[src/sv/hill_pkg.sv]
// shared types, constants and arithmetic helpers for the 2x2 mod 26 hill cipher
package hill_pkg;

    // alphabet size and pad letter ('x')
    localparam logic [4:0] ALPHA      = 5'd26;
    localparam logic [4:0] PAD_LETTER = 5'd23;

    // configuration register indexes
    localparam logic [2:0] CFG_MODE_DECRYPT     = 3'd0;
    localparam logic [2:0] CFG_KEY_TOP_LEFT     = 3'd1;
    localparam logic [2:0] CFG_KEY_TOP_RIGHT    = 3'd2;
    localparam logic [2:0] CFG_KEY_BOTTOM_LEFT  = 3'd3;
    localparam logic [2:0] CFG_KEY_BOTTOM_RIGHT = 3'd4;

    // controller states
    typedef enum logic [2:0] {
        ST_IDLE,
        ST_DET,
        ST_INV,
        ST_MAT,
        ST_MUL,
        ST_OUT0,
        ST_OUT1
    } t_state;

    // commands from controller to datapath
    typedef struct packed {
        logic hold;        // latch the first letter of a pair
        logic pair;        // latch the operand pair
        logic pad;         // pair the incoming letter with the pad letter
        logic det;         // form the two determinant products
        logic inv;         // determinant and its inverse
        logic mat;         // working matrix
        logic mul;         // matrix times pair
        logic sel_second;  // present the second result
    } t_dp_cmd;

    // reduce a 5 bit value mod 26
    function automatic logic [4:0] red26(input logic [4:0] v);
        red26 = (v >= ALPHA) ? (v - ALPHA) : v;
    endfunction

    // reduce a value below 832 mod 26 by conditional subtracts
    function automatic logic [4:0] mod26(input logic [9:0] v);
        logic [9:0] t;
        t = v;
        if (t >= 10'd416) t = t - 10'd416;
        if (t >= 10'd208) t = t - 10'd208;
        if (t >= 10'd104) t = t - 10'd104;
        if (t >= 10'd52)  t = t - 10'd52;
        if (t >= 10'd26)  t = t - 10'd26;
        mod26 = t[4:0];
    endfunction

    // additive inverse mod 26 of a reduced residue
    function automatic logic [4:0] neg26(input logic [4:0] v);
        neg26 = (v == 5'd0) ? 5'd0 : (ALPHA - v);
    endfunction

    // multiplicative inverse mod 26, zero where none exists
    function automatic logic [4:0] inv26(input logic [4:0] v);
        unique case (v)
            5'd1:    inv26 = 5'd1;
            5'd3:    inv26 = 5'd9;
            5'd5:    inv26 = 5'd21;
            5'd7:    inv26 = 5'd15;
            5'd9:    inv26 = 5'd3;
            5'd11:   inv26 = 5'd19;
            5'd15:   inv26 = 5'd7;
            5'd17:   inv26 = 5'd23;
            5'd19:   inv26 = 5'd11;
            5'd21:   inv26 = 5'd5;
            5'd23:   inv26 = 5'd17;
            5'd25:   inv26 = 5'd25;
            default: inv26 = 5'd0;
        endcase
    endfunction

endpackage

[src/sv/hill_dp.sv]
// datapath: key registers, operand pair, inverse key and mod 26 products
module hill_dp (
    input  logic                i_clk,
    input  logic                i_rst_n,
    input  logic                i_cfg_we,
    input  logic [2:0]          i_cfg_index,
    input  logic [4:0]          i_cfg_data,
    input  logic [4:0]          i_letter,
    input  logic                i_last,
    input  hill_pkg::t_dp_cmd   i_cmd,
    output logic [4:0]          o_letter,
    output logic                o_last,
    output logic                o_key_error
);

    logic       r_mode;
    logic [4:0] r_key_a, r_key_b, r_key_c, r_key_d;
    logic [4:0] r_held, r_p0, r_p1;
    logic       r_last;
    logic [4:0] r_ad, r_bc, r_inv;
    logic       r_err;
    logic [4:0] r_m00, r_m01, r_m10, r_m11;
    logic [4:0] r_r0, r_r1;

    logic [4:0] letter_red;
    logic [4:0] ka, kb, kc, kd;
    logic [4:0] det;
    logic [5:0] sum0, sum1;

    // reduced operands
    assign letter_red = hill_pkg::red26(i_letter);
    assign ka = hill_pkg::red26(r_key_a);
    assign kb = hill_pkg::red26(r_key_b);
    assign kc = hill_pkg::red26(r_key_c);
    assign kd = hill_pkg::red26(r_key_d);

    // determinant mod 26 from the registered products
    assign det = (r_ad >= r_bc) ? (r_ad - r_bc) : (r_ad + hill_pkg::ALPHA - r_bc);

    // matrix row sums before the final reduction
    assign sum0 = {1'b0, hill_pkg::mod26({5'd0, r_m00} * {5'd0, r_p0})}
                + {1'b0, hill_pkg::mod26({5'd0, r_m01} * {5'd0, r_p1})};
    assign sum1 = {1'b0, hill_pkg::mod26({5'd0, r_m10} * {5'd0, r_p0})}
                + {1'b0, hill_pkg::mod26({5'd0, r_m11} * {5'd0, r_p1})};

    // configuration registers
    always_ff @(posedge i_clk) begin
        if (!i_rst_n) begin
            r_mode  <= 1'b0;
            r_key_a <= 5'd1;
            r_key_b <= 5'd0;
            r_key_c <= 5'd0;
            r_key_d <= 5'd1;
        end else if (i_cfg_we) begin
            unique case (i_cfg_index)
                hill_pkg::CFG_MODE_DECRYPT:     r_mode  <= i_cfg_data[0];
                hill_pkg::CFG_KEY_TOP_LEFT:     r_key_a <= i_cfg_data;
                hill_pkg::CFG_KEY_TOP_RIGHT:    r_key_b <= i_cfg_data;
                hill_pkg::CFG_KEY_BOTTOM_LEFT:  r_key_c <= i_cfg_data;
                hill_pkg::CFG_KEY_BOTTOM_RIGHT: r_key_d <= i_cfg_data;
                default: ;
            endcase
        end
    end

    // operand capture and the compute steps
    always_ff @(posedge i_clk) begin
        if (i_cmd.hold) begin
            r_held <= letter_red;
        end
        if (i_cmd.pair) begin
            r_p0   <= i_cmd.pad ? letter_red : r_held;
            r_p1   <= i_cmd.pad ? hill_pkg::PAD_LETTER : letter_red;
            r_last <= i_last;
        end
        if (i_cmd.det) begin
            r_ad <= hill_pkg::mod26({5'd0, ka} * {5'd0, kd});
            r_bc <= hill_pkg::mod26({5'd0, kb} * {5'd0, kc});
        end
        if (i_cmd.inv) begin
            r_inv <= hill_pkg::inv26(det);
            r_err <= r_mode && (hill_pkg::inv26(det) == 5'd0);
        end
        if (i_cmd.mat) begin
            if (r_mode) begin
                // adjugate scaled by the determinant inverse
                r_m00 <= hill_pkg::mod26({5'd0, kd} * {5'd0, r_inv});
                r_m01 <= hill_pkg::mod26({5'd0, hill_pkg::neg26(kb)} * {5'd0, r_inv});
                r_m10 <= hill_pkg::mod26({5'd0, hill_pkg::neg26(kc)} * {5'd0, r_inv});
                r_m11 <= hill_pkg::mod26({5'd0, ka} * {5'd0, r_inv});
            end else begin
                r_m00 <= ka;
                r_m01 <= kb;
                r_m10 <= kc;
                r_m11 <= kd;
            end
        end
        if (i_cmd.mul) begin
            if (r_err) begin
                r_r0 <= 5'd0;
                r_r1 <= 5'd0;
            end else begin
                r_r0 <= (sum0 >= 6'd26) ? 5'(sum0 - 6'd26) : sum0[4:0];
                r_r1 <= (sum1 >= 6'd26) ? 5'(sum1 - 6'd26) : sum1[4:0];
            end
        end
    end

    // result select
    assign o_letter    = i_cmd.sel_second ? r_r1 : r_r0;
    assign o_last      = i_cmd.sel_second & r_last;
    assign o_key_error = r_err;

endmodule

[src/sv/hill_ctrl.sv]
// controller: pairing state, compute sequence and output handshake
module hill_ctrl (
    input  logic                i_clk,
    input  logic                i_rst_n,
    input  logic                i_in_valid,
    input  logic                i_in_last,
    output logic                o_in_ready,
    output logic                o_out_valid,
    input  logic                i_out_ready,
    output hill_pkg::t_dp_cmd   o_cmd
);

    hill_pkg::t_state r_state, n_state;
    logic             r_have_held, n_have_held;
    logic             in_acc, out_acc;

    assign in_acc  = i_in_valid && o_in_ready;
    assign out_acc = o_out_valid && i_out_ready;

    // state register
    always_ff @(posedge i_clk) begin
        if (!i_rst_n) begin
            r_state     <= hill_pkg::ST_IDLE;
            r_have_held <= 1'b0;
        end else begin
            r_state     <= n_state;
            r_have_held <= n_have_held;
        end
    end

    // next state and commands
    always_comb begin
        n_state     = r_state;
        n_have_held = r_have_held;
        o_cmd       = '0;
        o_in_ready  = 1'b0;
        o_out_valid = 1'b0;
        unique case (r_state)
            hill_pkg::ST_IDLE: begin
                o_in_ready = 1'b1;
                if (i_in_valid) begin
                    if (r_have_held) begin
                        o_cmd.pair  = 1'b1;
                        n_have_held = 1'b0;
                        n_state     = hill_pkg::ST_DET;
                    end else if (i_in_last) begin
                        o_cmd.pair = 1'b1;
                        o_cmd.pad  = 1'b1;
                        n_state    = hill_pkg::ST_DET;
                    end else begin
                        o_cmd.hold  = 1'b1;
                        n_have_held = 1'b1;
                    end
                end
            end
            hill_pkg::ST_DET: begin
                o_cmd.det = 1'b1;
                n_state   = hill_pkg::ST_INV;
            end
            hill_pkg::ST_INV: begin
                o_cmd.inv = 1'b1;
                n_state   = hill_pkg::ST_MAT;
            end
            hill_pkg::ST_MAT: begin
                o_cmd.mat = 1'b1;
                n_state   = hill_pkg::ST_MUL;
            end
            hill_pkg::ST_MUL: begin
                o_cmd.mul = 1'b1;
                n_state   = hill_pkg::ST_OUT0;
            end
            hill_pkg::ST_OUT0: begin
                o_out_valid = 1'b1;
                if (i_out_ready) n_state = hill_pkg::ST_OUT1;
            end
            hill_pkg::ST_OUT1: begin
                o_out_valid      = 1'b1;
                o_cmd.sel_second = 1'b1;
                if (i_out_ready) n_state = hill_pkg::ST_IDLE;
            end
            default: n_state = hill_pkg::ST_IDLE;
        endcase
    end

`ifndef NO_ASSERTIONS
    // input and output sides are never open in the same cycle
    a_no_overlap: assert property (@(posedge i_clk) disable iff (!i_rst_n)
        !(o_in_ready && o_out_valid))
        else $error("input ready while a result is offered");

    // taking the first result moves to the second one
    a_first_then_second: assert property (@(posedge i_clk) disable iff (!i_rst_n)
        (out_acc && !o_cmd.sel_second) |=> (o_out_valid && o_cmd.sel_second))
        else $error("second result not offered after the first");

    // taking the second result reopens the input
    a_second_then_idle: assert property (@(posedge i_clk) disable iff (!i_rst_n)
        (out_acc && o_cmd.sel_second) |=> o_in_ready)
        else $error("input not reopened after a pair");

    // a last letter never leaves a letter held
    a_last_clears_hold: assert property (@(posedge i_clk) disable iff (!i_rst_n)
        (in_acc && i_in_last) |=> !r_have_held)
        else $error("letter held after the last letter");
`endif

endmodule

[src/sv/hill_cipher_2x2_mod26_top.sv]
// A result pair is offered after the second letter of a pair is accepted and the steps of
// operand capture, determinant products, inverse lookup, matrix and pair multiply run.
// Input is accepted only while idle, one letter per cycle for the first of a pair; a full
// pair: two accepts, four compute steps, two results; a padded last letter: one accept.
// Reset (synchronous, active low): encrypt mode, identity key, no letter held.
module hill_cipher_2x2_mod26_top (
    input  logic       i_clk,
    input  logic       i_rst_n,
    // configuration write port
    input  logic       i_cfg_we,
    input  logic [2:0] i_cfg_index,
    input  logic [4:0] i_cfg_data,
    // letter input stream
    input  logic       s_axis_tvalid,
    output logic       s_axis_tready,
    input  logic [7:0] s_axis_tdata,   // [4:0] letter_in, [7:5] zero
    input  logic       s_axis_tlast,   // last_in
    // letter output stream
    output logic       m_axis_tvalid,
    input  logic       m_axis_tready,
    output logic [7:0] m_axis_tdata,   // [4:0] letter_out, [7:5] zero
    output logic       m_axis_tlast,   // last_out
    output logic       m_axis_tuser    // key_error
);

    hill_pkg::t_dp_cmd cmd;
    logic [4:0]        letter_out;

    // sequencing
    hill_ctrl u_ctrl (
        .i_clk       (i_clk),
        .i_rst_n     (i_rst_n),
        .i_in_valid  (s_axis_tvalid),
        .i_in_last   (s_axis_tlast),
        .o_in_ready  (s_axis_tready),
        .o_out_valid (m_axis_tvalid),
        .i_out_ready (m_axis_tready),
        .o_cmd       (cmd)
    );

    // arithmetic
    hill_dp u_dp (
        .i_clk       (i_clk),
        .i_rst_n     (i_rst_n),
        .i_cfg_we    (i_cfg_we),
        .i_cfg_index (i_cfg_index),
        .i_cfg_data  (i_cfg_data),
        .i_letter    (s_axis_tdata[4:0]),
        .i_last      (s_axis_tlast),
        .i_cmd       (cmd),
        .o_letter    (letter_out),
        .o_last      (m_axis_tlast),
        .o_key_error (m_axis_tuser)
    );

    assign m_axis_tdata = {3'b000, letter_out};

endmodule
[config.mk]
export PLATFORM = sky130hd
export DESIGN_NAME = hill_cipher_2x2_mod26_top
export DESIGN_NICKNAME = d
export VERILOG_FILES = /design/src/sv/hill_pkg.sv /design/src/sv/hill_dp.sv /design/src/sv/hill_ctrl.sv /design/src/sv/hill_cipher_2x2_mod26_top.sv
export SDC_FILE = /design/constraint.sdc
export NUM_CORES = 1
export LEC_CHECK = 0
export BUFFER_PORTS_ARGS = -buffer_cell sky130_fd_sc_hd__buf_2
export CELL_PAD_IN_SITES_DETAIL_PLACEMENT = 0
export CELL_PAD_IN_SITES_GLOBAL_PLACEMENT = 1
export CORE_MARGIN = 2
export CORE_UTILIZATION = 55
export DETAILED_ROUTE_END_ITERATION = 6
export GPL_ROUTABILITY_DRIVEN = 0
export HOLD_SLACK_MARGIN = 0.06
export PLACE_DENSITY_LB_ADDON = 0.1
export SETUP_SLACK_MARGIN = 0.05
export SLEW_MARGIN = 40
export SYNTH_ARGS = -nofsm -noshare
export SYNTH_HDL_FRONTEND = slang
export SYNTH_SLANG_ARGS = --single-unit
[constraint.sdc]
create_clock -name i_clk -period 20.7 [get_ports i_clk]
set_input_delay 1.035 -clock i_clk [delete_from_list [all_inputs] [get_ports i_clk]]
set_output_delay 1.035 -clock i_clk [all_outputs]
set_load 0.01 [all_outputs]
==> summary.md, run 1 <==
| Metric | Value |
|---|---|
| Top_reg_cell synth | edfxtp_1 |
| Terminus of the critical flop-to-flop path | u_dp.r_m01[3] |
| Yosys top cell area share | 14.28% |
| Yosys cell types | approximately 140 |
| Yosys warns | 0 |
| Diodes inserted | 0 |
| Hold Vio Cnt, Final | 0 |
| Wirelength, routed | 54700 µm |
| Clk sink count | 87 |
| Hold path depth | 2 |
| Synth cell count leaders | ha_1, inv_1, nand2_1 |
| Root Buffer | clkbuf_16 |
| Starting Density | 55.37% |
| Maximum clock rate | around 85 MHz |
| CP endpoint kind | register |
| Initial antenna violation count | 0 |
| Post-CTS Resized | 0 |
| Mapped Cells | 2933 |
| # DRC | 0 |
| GRT overflow | 0 |
| Vias in the first global route | approximately 20000 |
| Lkg Pwr | between 10 and 15 nW |
| Max H-tree Level | 3 |
| Ys async rst share | 0% |
| Tcrit/Tclk final | 56.93% |
| Slowest Stage Delay on Critical Path | 0.61 ns |
| TritonRoute pass-1 iters | 5 |
| CP startpoint kind | register |
| CTS tree | yes |
| Unrepaired setup endpoints after global routing | false |
| Hold EP | u_dp.r_p0[2] |
| Slew Limit Headroom | 44.06% |
| Share of layout cells above drive strength 1 | 7.706% |
| EDFF count, synth | 62 |
| Most frequent cell after synthesis | ha_1 |
| CTS Buf Count | 9 |
| Post-Syn Area | 23120 µm² |
| Syn_area_per_cell | 7.884 µm² |
| R2R setup slack | a little under 9 ns |
| Placed insts | 3429 |
| Power Density | 81.40 nW/µm² |
| Slew @ Worst Pin | 0.8341 ns |
| Starting DRT DRC Count | 1391 |
| FF-to-FF Start | u_dp.r_key_b[0] |
| Rows | 75 |
| Drt via density | 6.215 |
| FF+latch count, synth | 87 |
| Hold_sp | u_dp.r_held[2] |
| Largest cells by area after synthesis | ha_1, fa_1, edfxtp_1, and2_1, inv_1 |
| FF+latch area | 2362 µm² |
| Crit path max-delay cell type | dfxtp_1 |
| Cell accounting for the most synthesized area | ha_1 |
| Crit Path Category | reg2reg |
| Reg2reg path depth | 49 |
| Mean routed wirelength per cell | 15.87 µm |
| DP HPWL | 44230 µm |
| Io pins | 34 |
| Worst clock skew | approximately 0.014 ns |
| Vias | approximately 21000 |
| Fin. max-slew vios | 0 |
| Multi-input logic area | about 19000 µm² |
| Detail Route Antenna Nets | 0 |
| Status | complete, no violations |
| Setup-failing EPs final | 0 |
| Clk Latency, worst-skew pair | 0.37 ns |
| Most used cell, CP | inv_1 |
| Largest net degree at the start of global routing | 26 |
| Reg clk slew, reported paths | 0.07 ns |
| Setup Total Neg Slack | 0 ns |
| HP Class | reg2reg |
| Post-CTS Setup Inserts | 0 |
| Global-route wire length before repair | 94050 µm |
| CTS Hold Bufs | 0 |
| Non-Filler Instances | between 3000 and 4000 |
| CP Data Arrival Time | 11.89 ns |
| DIE AREA | 43700 µm² |
| Sequential area share after synthesis | 10.22% |
| Final-layout fill cell count | between 3000 and 4000 |
| Final min period | 11.78 ns |
| Crit path required time | 20.81 ns |
| CORE AREA | around 42000 µm² |
| CTS Buffer Depth | 2 |
| Die H | roughly 210 µm |
| Maxcap violations | 0 |
| Global Route Usage Sum | 24.88% |
| Die Wd | 209.0 µm |
| Crit path max fanout | 13 |
| Final #Nets | approximately 3300 |
| VDD IR-drop max | 158.5 µV |
| Port buffer count | 27 |
| Area growth, synth to finish | 3.820% |
==> per-layer routing <==
layer	global-route usage (%)	routed length, µm
met1	33.67	25970
met2	43.99	26510
met3	2.224	1634
met4	3.571	588
met5	0	0
==> power by group <==
| part | leakage, nW | switching [W] | total (W) | internal (W) |
|---|---|---|---|---|
| clock network | 0.140 | 0.0000756 | 0.000159 | 0.0000838 |
| logic | 9.62 | 0.000891 | 0.00156 | 0.000665 |
| registers | 0.786 | 0.0000134 | 0.000239 | 0.000225 |
| total | 10.5 | 0.000980 | 0.00195 | 0.000974 |
==> area by class of cell <==
| type | count | area share, % |
|---|---|---|
| clock buffers | 10 | 0.9538 |
| flip-flops and latches | 87 | 9.840 |
| repair buffers | 39 | 0.9277 |
| inverters | 264 | 4.128 |
| well taps | 539 | 2.809 |
| multi-input cells | 2501 | 81.12 |
| clock inverters | 6 | 0.2189 |
==> registers in the layout, indices dropped and copies added, names as in the netlist, 5 cells and up <==
name,count
u_dp.r_ad,5
u_dp.r_bc,5
u_dp.r_held,5
u_dp.r_inv,5
u_dp.r_key_a,5
u_dp.r_key_b,5
u_dp.r_key_c,5
u_dp.r_key_d,5
u_dp.r_m00,5
u_dp.r_m01,5
u_dp.r_m10,5
u_dp.r_m11,5
u_dp.r_p0,5
u_dp.r_p1,5
u_dp.r_r0,5
u_dp.r_r1,5
==> cell families (layout without fill, tap and decap cells) <==
logic type,Yosys count,in the layout,share of synthesized area (%)
flip-flops,87,87,10.22
multiplexers,103,103,4.708
AND/OR/NAND/NOR,1037,1037,24.12
adder cells (fa/ha/maj),363,363,22.69
buffers and inverters,347,319,5.828
other,1,3,0.01622
AO/OA/AOI/OAI,868,868,27.55
XOR/XNOR,127,127,4.875
==> per-stage QoR <==
| step | setup slack, ns | total power [W] | utilization [%] | hold WS [ns] | cell area (µm²) |
|---|---|---|---|---|---|
| CTS | 8.999 | 0.001955 | 57.43 | 0.5234 | 23980 |
| global route | 7.987 | 0.002167 | 57.49 | 0.5428 | 24010 |
| floorplan | 10.82 | 0.001526 | - | 0.4963 | 23130 |
| finish | 8.916 | 0.001954 | 57.49 | 0.5201 | 24010 |
| detailed placement | 9.059 | 0.001787 | 56.76 | 0.5155 | 23700 |
| global placement | 9.337 | 0.001747 | 56.67 | 0.5064 | 23670 |
==> worst max path at each step <==
stage                     from       endpoint  slack [ns]  cells after the start
6_report       u_dp.r_key_b[0]  u_dp.r_m01[3]        8.92                     49
3_3_place_gp   u_dp.r_key_b[0]  u_dp.r_m01[3]        9.34                     49
3_5_place_dp   u_dp.r_key_b[0]  u_dp.r_m01[3]        9.06                     49
5_1_grt        u_dp.r_key_b[0]  u_dp.r_m01[3]        7.99                     49
4_1_cts        u_dp.r_key_b[0]  u_dp.r_m01[3]        9.00                     49
2_1_floorplan  u_dp.r_key_b[0]  u_dp.r_m01[3]       10.82                     50
==> cell usage in the layout (no fill, tap or decap), drive strengths merged, types with 14 or more instances in the layout <==
cell | synthesis | layout
a21boi | 18 | 18
nor4 | 35 | 35
a2111oi | 17 | 17
mux2i | 76 | 76
nand2 | 217 | 217
o31a | 17 | 17
or2 | 23 | 23
nand2b | 30 | 30
dfxtp | 25 | 25
o22ai | 17 | 17
o211ai | 43 | 43
o21ai | 181 | 181
nor3 | 72 | 72
and3 | 25 | 25
xnor2 | 97 | 97
and2 | 185 | 185
or4 | 14 | 14
o21bai | 15 | 15
a31oi | 38 | 38
a211oi | 52 | 52
nor2b | 60 | 60
fa | 95 | 95
o21a | 38 | 38
mux2 | 27 | 27
or3 | 33 | 33
xor2 | 30 | 30
buf | 17 | 38
ha | 264 | 264
nor2 | 203 | 203
a21oi | 158 | 158
edfxtp | 62 | 62
a21o | 43 | 43
inv | 264 | 269
o31ai | 35 | 35
nand3 | 63 | 63
nand4 | 27 | 27
a211o | 31 | 31
==> critical path: cells and delay by family (launching register included) <==
| family | cells | cell delay, ns |
|---|---|---|
| DFF | 1 | 0.61 |
| muxes | 1 | 0.31 |
| buffers and inverters | 10 | 1.28 |
| AOI/OAI and AO/OA | 12 | 3.76 |
| adders and majority gates | 10 | 3.16 |
| and+or+nand+nor | 12 | 1.41 |
| xor gates and xnor gates | 4 | 0.96 |
Power figures use the tool's default switching activity.
==> run 2, diff against run 1 <==
--- a/config.mk
+++ b/config.mk
@@ -9,7 +9,7 @@
 export CELL_PAD_IN_SITES_DETAIL_PLACEMENT = 0
 export CELL_PAD_IN_SITES_GLOBAL_PLACEMENT = 1
 export CORE_MARGIN = 2
-export CORE_UTILIZATION = 55
+export CORE_UTILIZATION = 46
 export DETAILED_ROUTE_END_ITERATION = 6
 export GPL_ROUTABILITY_DRIVEN = 0
 export HOLD_SLACK_MARGIN = 0.06
==> constraint.sdc (replaced) <==
create_clock -name i_clk -period 10.2 [get_ports i_clk]
set_input_delay 0.51 -clock i_clk [delete_from_list [all_inputs] [get_ports i_clk]]
set_output_delay 0.51 -clock i_clk [all_outputs]
set_load 0.01 [all_outputs]
==> run 2 against run 1 <==
Effect of this change:
- register-to-register slack got worse by 8.2 ns
- setup slack got worse by 8.2 ns
- clock power increased to 2.5 times the previous value
==> summary.md, run 2 (synthesis gave the netlist of run 1 again) <==
| Metric | Value |
|---|---|
| Crit path max-delay cell type | fa_1 |
| Detail Route Antenna Nets | 0 (unchanged) |
| CTS Buf Count | 9 (unchanged) |
| Max H-tree Level | 3 (unchanged) |
| Dpl ws | 0.07166 ns (-8.987 ns) |
| Vias in the first global route | 20480 (+1.6%) |
| Setup Total Neg Slack | 0 ns (unchanged) |
| Slew Limit Headroom | 50.28% (+6.2 points) |
| CTS Hold Bufs | 0 (unchanged) |
| Hold Vio Cnt, Final | 0 (unchanged) |
| Fin. max-slew vios | 0 (unchanged) |
| GRT overflow | 0 (unchanged) |
| Mean routed wirelength per cell | 16.00 µm (+0.82%) |
| Met2 usage in global routing | 38.28% (-5.7 points) |
| Root Buffer | clkbuf_16 |
| Starting DRT DRC Count | 1141 (-18%) |
| Largest net degree at the start of global routing | 46 (+77%) |
| Final min period | 9.488 ns (-2.296 ns) |
| HP Class | in2reg |
| Port buffer count | 27 (unchanged) |
| Status | complete, no violations |
| Crit path required time | 10.41 ns (-10.40 ns) |
| Maximum clock rate | 105.4 MHz (+24%) |
| Routing usage on met1 | 28.55% (-5.1 points) |
| Global-route wire length before repair | 97040 µm (+3.2%) |
| Io pins | 34 (unchanged) |
| CORE AREA | 49860 µm² (+19%) |
| Clk sink count | 87 (unchanged) |
| Drt via density | 5.899 (-5.1%) |
| Vias | 21400 (-0.075%) |
| Setup-failing EPs final | 0 (unchanged) |
| CTS Buffer Depth | 2 (unchanged) |
| Wirelength, routed | 58060 µm (+6.1%) |
| Lkg Pwr | 10.86 nW (+3.0%) |
| Diodes inserted | 0 (unchanged) |
| Top Usage Layer GRT | met2 |
| Fin worst setup slack | 0.7124 ns (-8.204 ns) |
| CP Data Arrival Time | 9.70 ns (-2.19 ns) |
| Clk Latency, worst-skew pair | 0.36 ns (about the same) |
| Power Density | 170.4 nW/µm² (+110%) |
| Slowest Stage Delay on Critical Path | 0.54 ns (-0.07 ns) |
| Reg clk slew, reported paths | 0.07 ns (about the same) |
| Crit Path Category | reg2reg |
| Worst clock skew | 0.008450 ns (-0.005587 ns) |
| Rows | 82 (+9.3%) |
| # DRC | 0 (unchanged) |
| Share of layout cells above drive strength 1 | 10.01% (+2.3 points) |
| CP endpoint kind | register |
| Met3 usage in global routing | 2.038% (-0.19 points) |
| Most used cell, CP | inv_1 |
| Initial antenna violation count | 1 (+1) |
| TritonRoute pass-1 iters | 5 (unchanged) |
| Final #Nets | 3332 (+1.5%) |
| Crit path max fanout | 6 (-7) |
| Maxcap violations | 0 (unchanged) |
| Starting Density | 46.37% (-9.0 points) |
| Most frequent cells in the layout | inv_1, ha_1, nand2_1, nor2_1, and2_1 |
| Global Route Usage Sum | 21.59% (-3.3 points) |
| Unrepaired setup endpoints after global routing | false |
| Die Wd | 228.2 µm (+9.2%) |
| CTS tree | yes |
| DIE AREA | 52080 µm² (+19%) |
| Tcrit/Tclk final | 93.02% (+36 points) |
| DP HPWL | 46820 µm (+5.9%) |
| Die H | 228.2 µm (+9.2%) |
| VDD IR-drop max | 246.3 µV (+55%) |
| Slew @ Worst Pin | 0.7404 ns (-0.09366 ns) |
| Area growth, synth to finish | 7.153% |
| CP startpoint kind | register |
==> run 2: cell count changes in the layout (fill, tap and decap cells not counted), moves of 3 or more <==
cell,change
buf_4,+49
a21oi_1,-6
a21oi_2,+5
xnor2_1,-5
xnor2_2,+5
a31oi_1,-3
bufinv_16,+3
==> run 2: repair_timing <==
| item | 4_1_cts | 5_1_grt |
|---|---|---|
| pin swaps | 0 | 13 |
| cloned | 0 | 0 |
| setup buffers | 0 | 7 |
| setup endpoints to repair | 1 | 21 |
| resized for setup | 2 | 38 |
==> run 2: final cells by class <==
| type | count | area [µm²] |
|---|---|---|
| timing repair buffer | 88 | 590.6 |
| inverter | 264 | 991.0 |
| multi-input combinational | 2501 | 19650 |
| clock inverter | 6 | 116.4 |
| fill | 4967 | 25090 |
| clock buffer | 10 | 229.0 |
| sequential | 87 | 2365 |
| tap | 672 | 840.8 |
==> run 2: power by group <==
part           internal, W  switching, W  total [W]
registers         0.000457     0.0000215   0.000479
clock network     0.000242      0.000156   0.000398
logic              0.00142       0.00192    0.00334
total              0.00212       0.00210    0.00422
==> run 2: worst max-delay path: cells and delay by family (launching register included) <==
| kind | cells | cell delay (ns) |
|---|---|---|
| flops | 1 | 0.39 |
| simple gates | 10 | 1.13 |
| mux | 2 | 0.74 |
| fa+ha+maj | 10 | 3.14 |
| compound gates | 16 | 2.73 |
| xor+xnor | 2 | 0.41 |
| buf+inv | 9 | 0.81 |
==> run 2: layer usage <==
layer  wire (µm)  up-vias
met5           0        -
met4         900        0
met3        1578       46
met2       27970      332
met1       27610    10200
li1            -    10820
==> run 2: path summary, 6_finish.rpt <==
| check | end | slack, ns | start | cells past startpoint |
|---|---|---|---|---|
| worst max-delay path | u_dp.r_m10[2] | 0.71 | u_dp.r_key_c[1] | 49 |
| worst min-delay path | u_dp.r_held[0] | 0.37 | s_axis_tdata[0] | 1 |
| worst max register to register | u_dp.r_m10[2] | 0.71 | u_dp.r_key_c[1] | 49 |
| worst min register to register | u_dp.r_p0[1] | 0.53 | u_dp.r_held[1] | 2 |
==> run 2: per-stage QoR <==
step                      cells  hold slack (ns)  area (µm²)  total power (W)  util, %
after CTS                  3620           0.3582       24520         0.004126    49.17
after detailed placement   3604           0.5240       24160         0.003713    48.46
after global routing       3628           0.3595       24780         0.004608    49.69
final                      3628           0.3716       24780         0.004221    49.69
after floorplan            2935           0.4963       23130         0.003096        -
after global placement     3604           0.5114       24150         0.003610    48.43
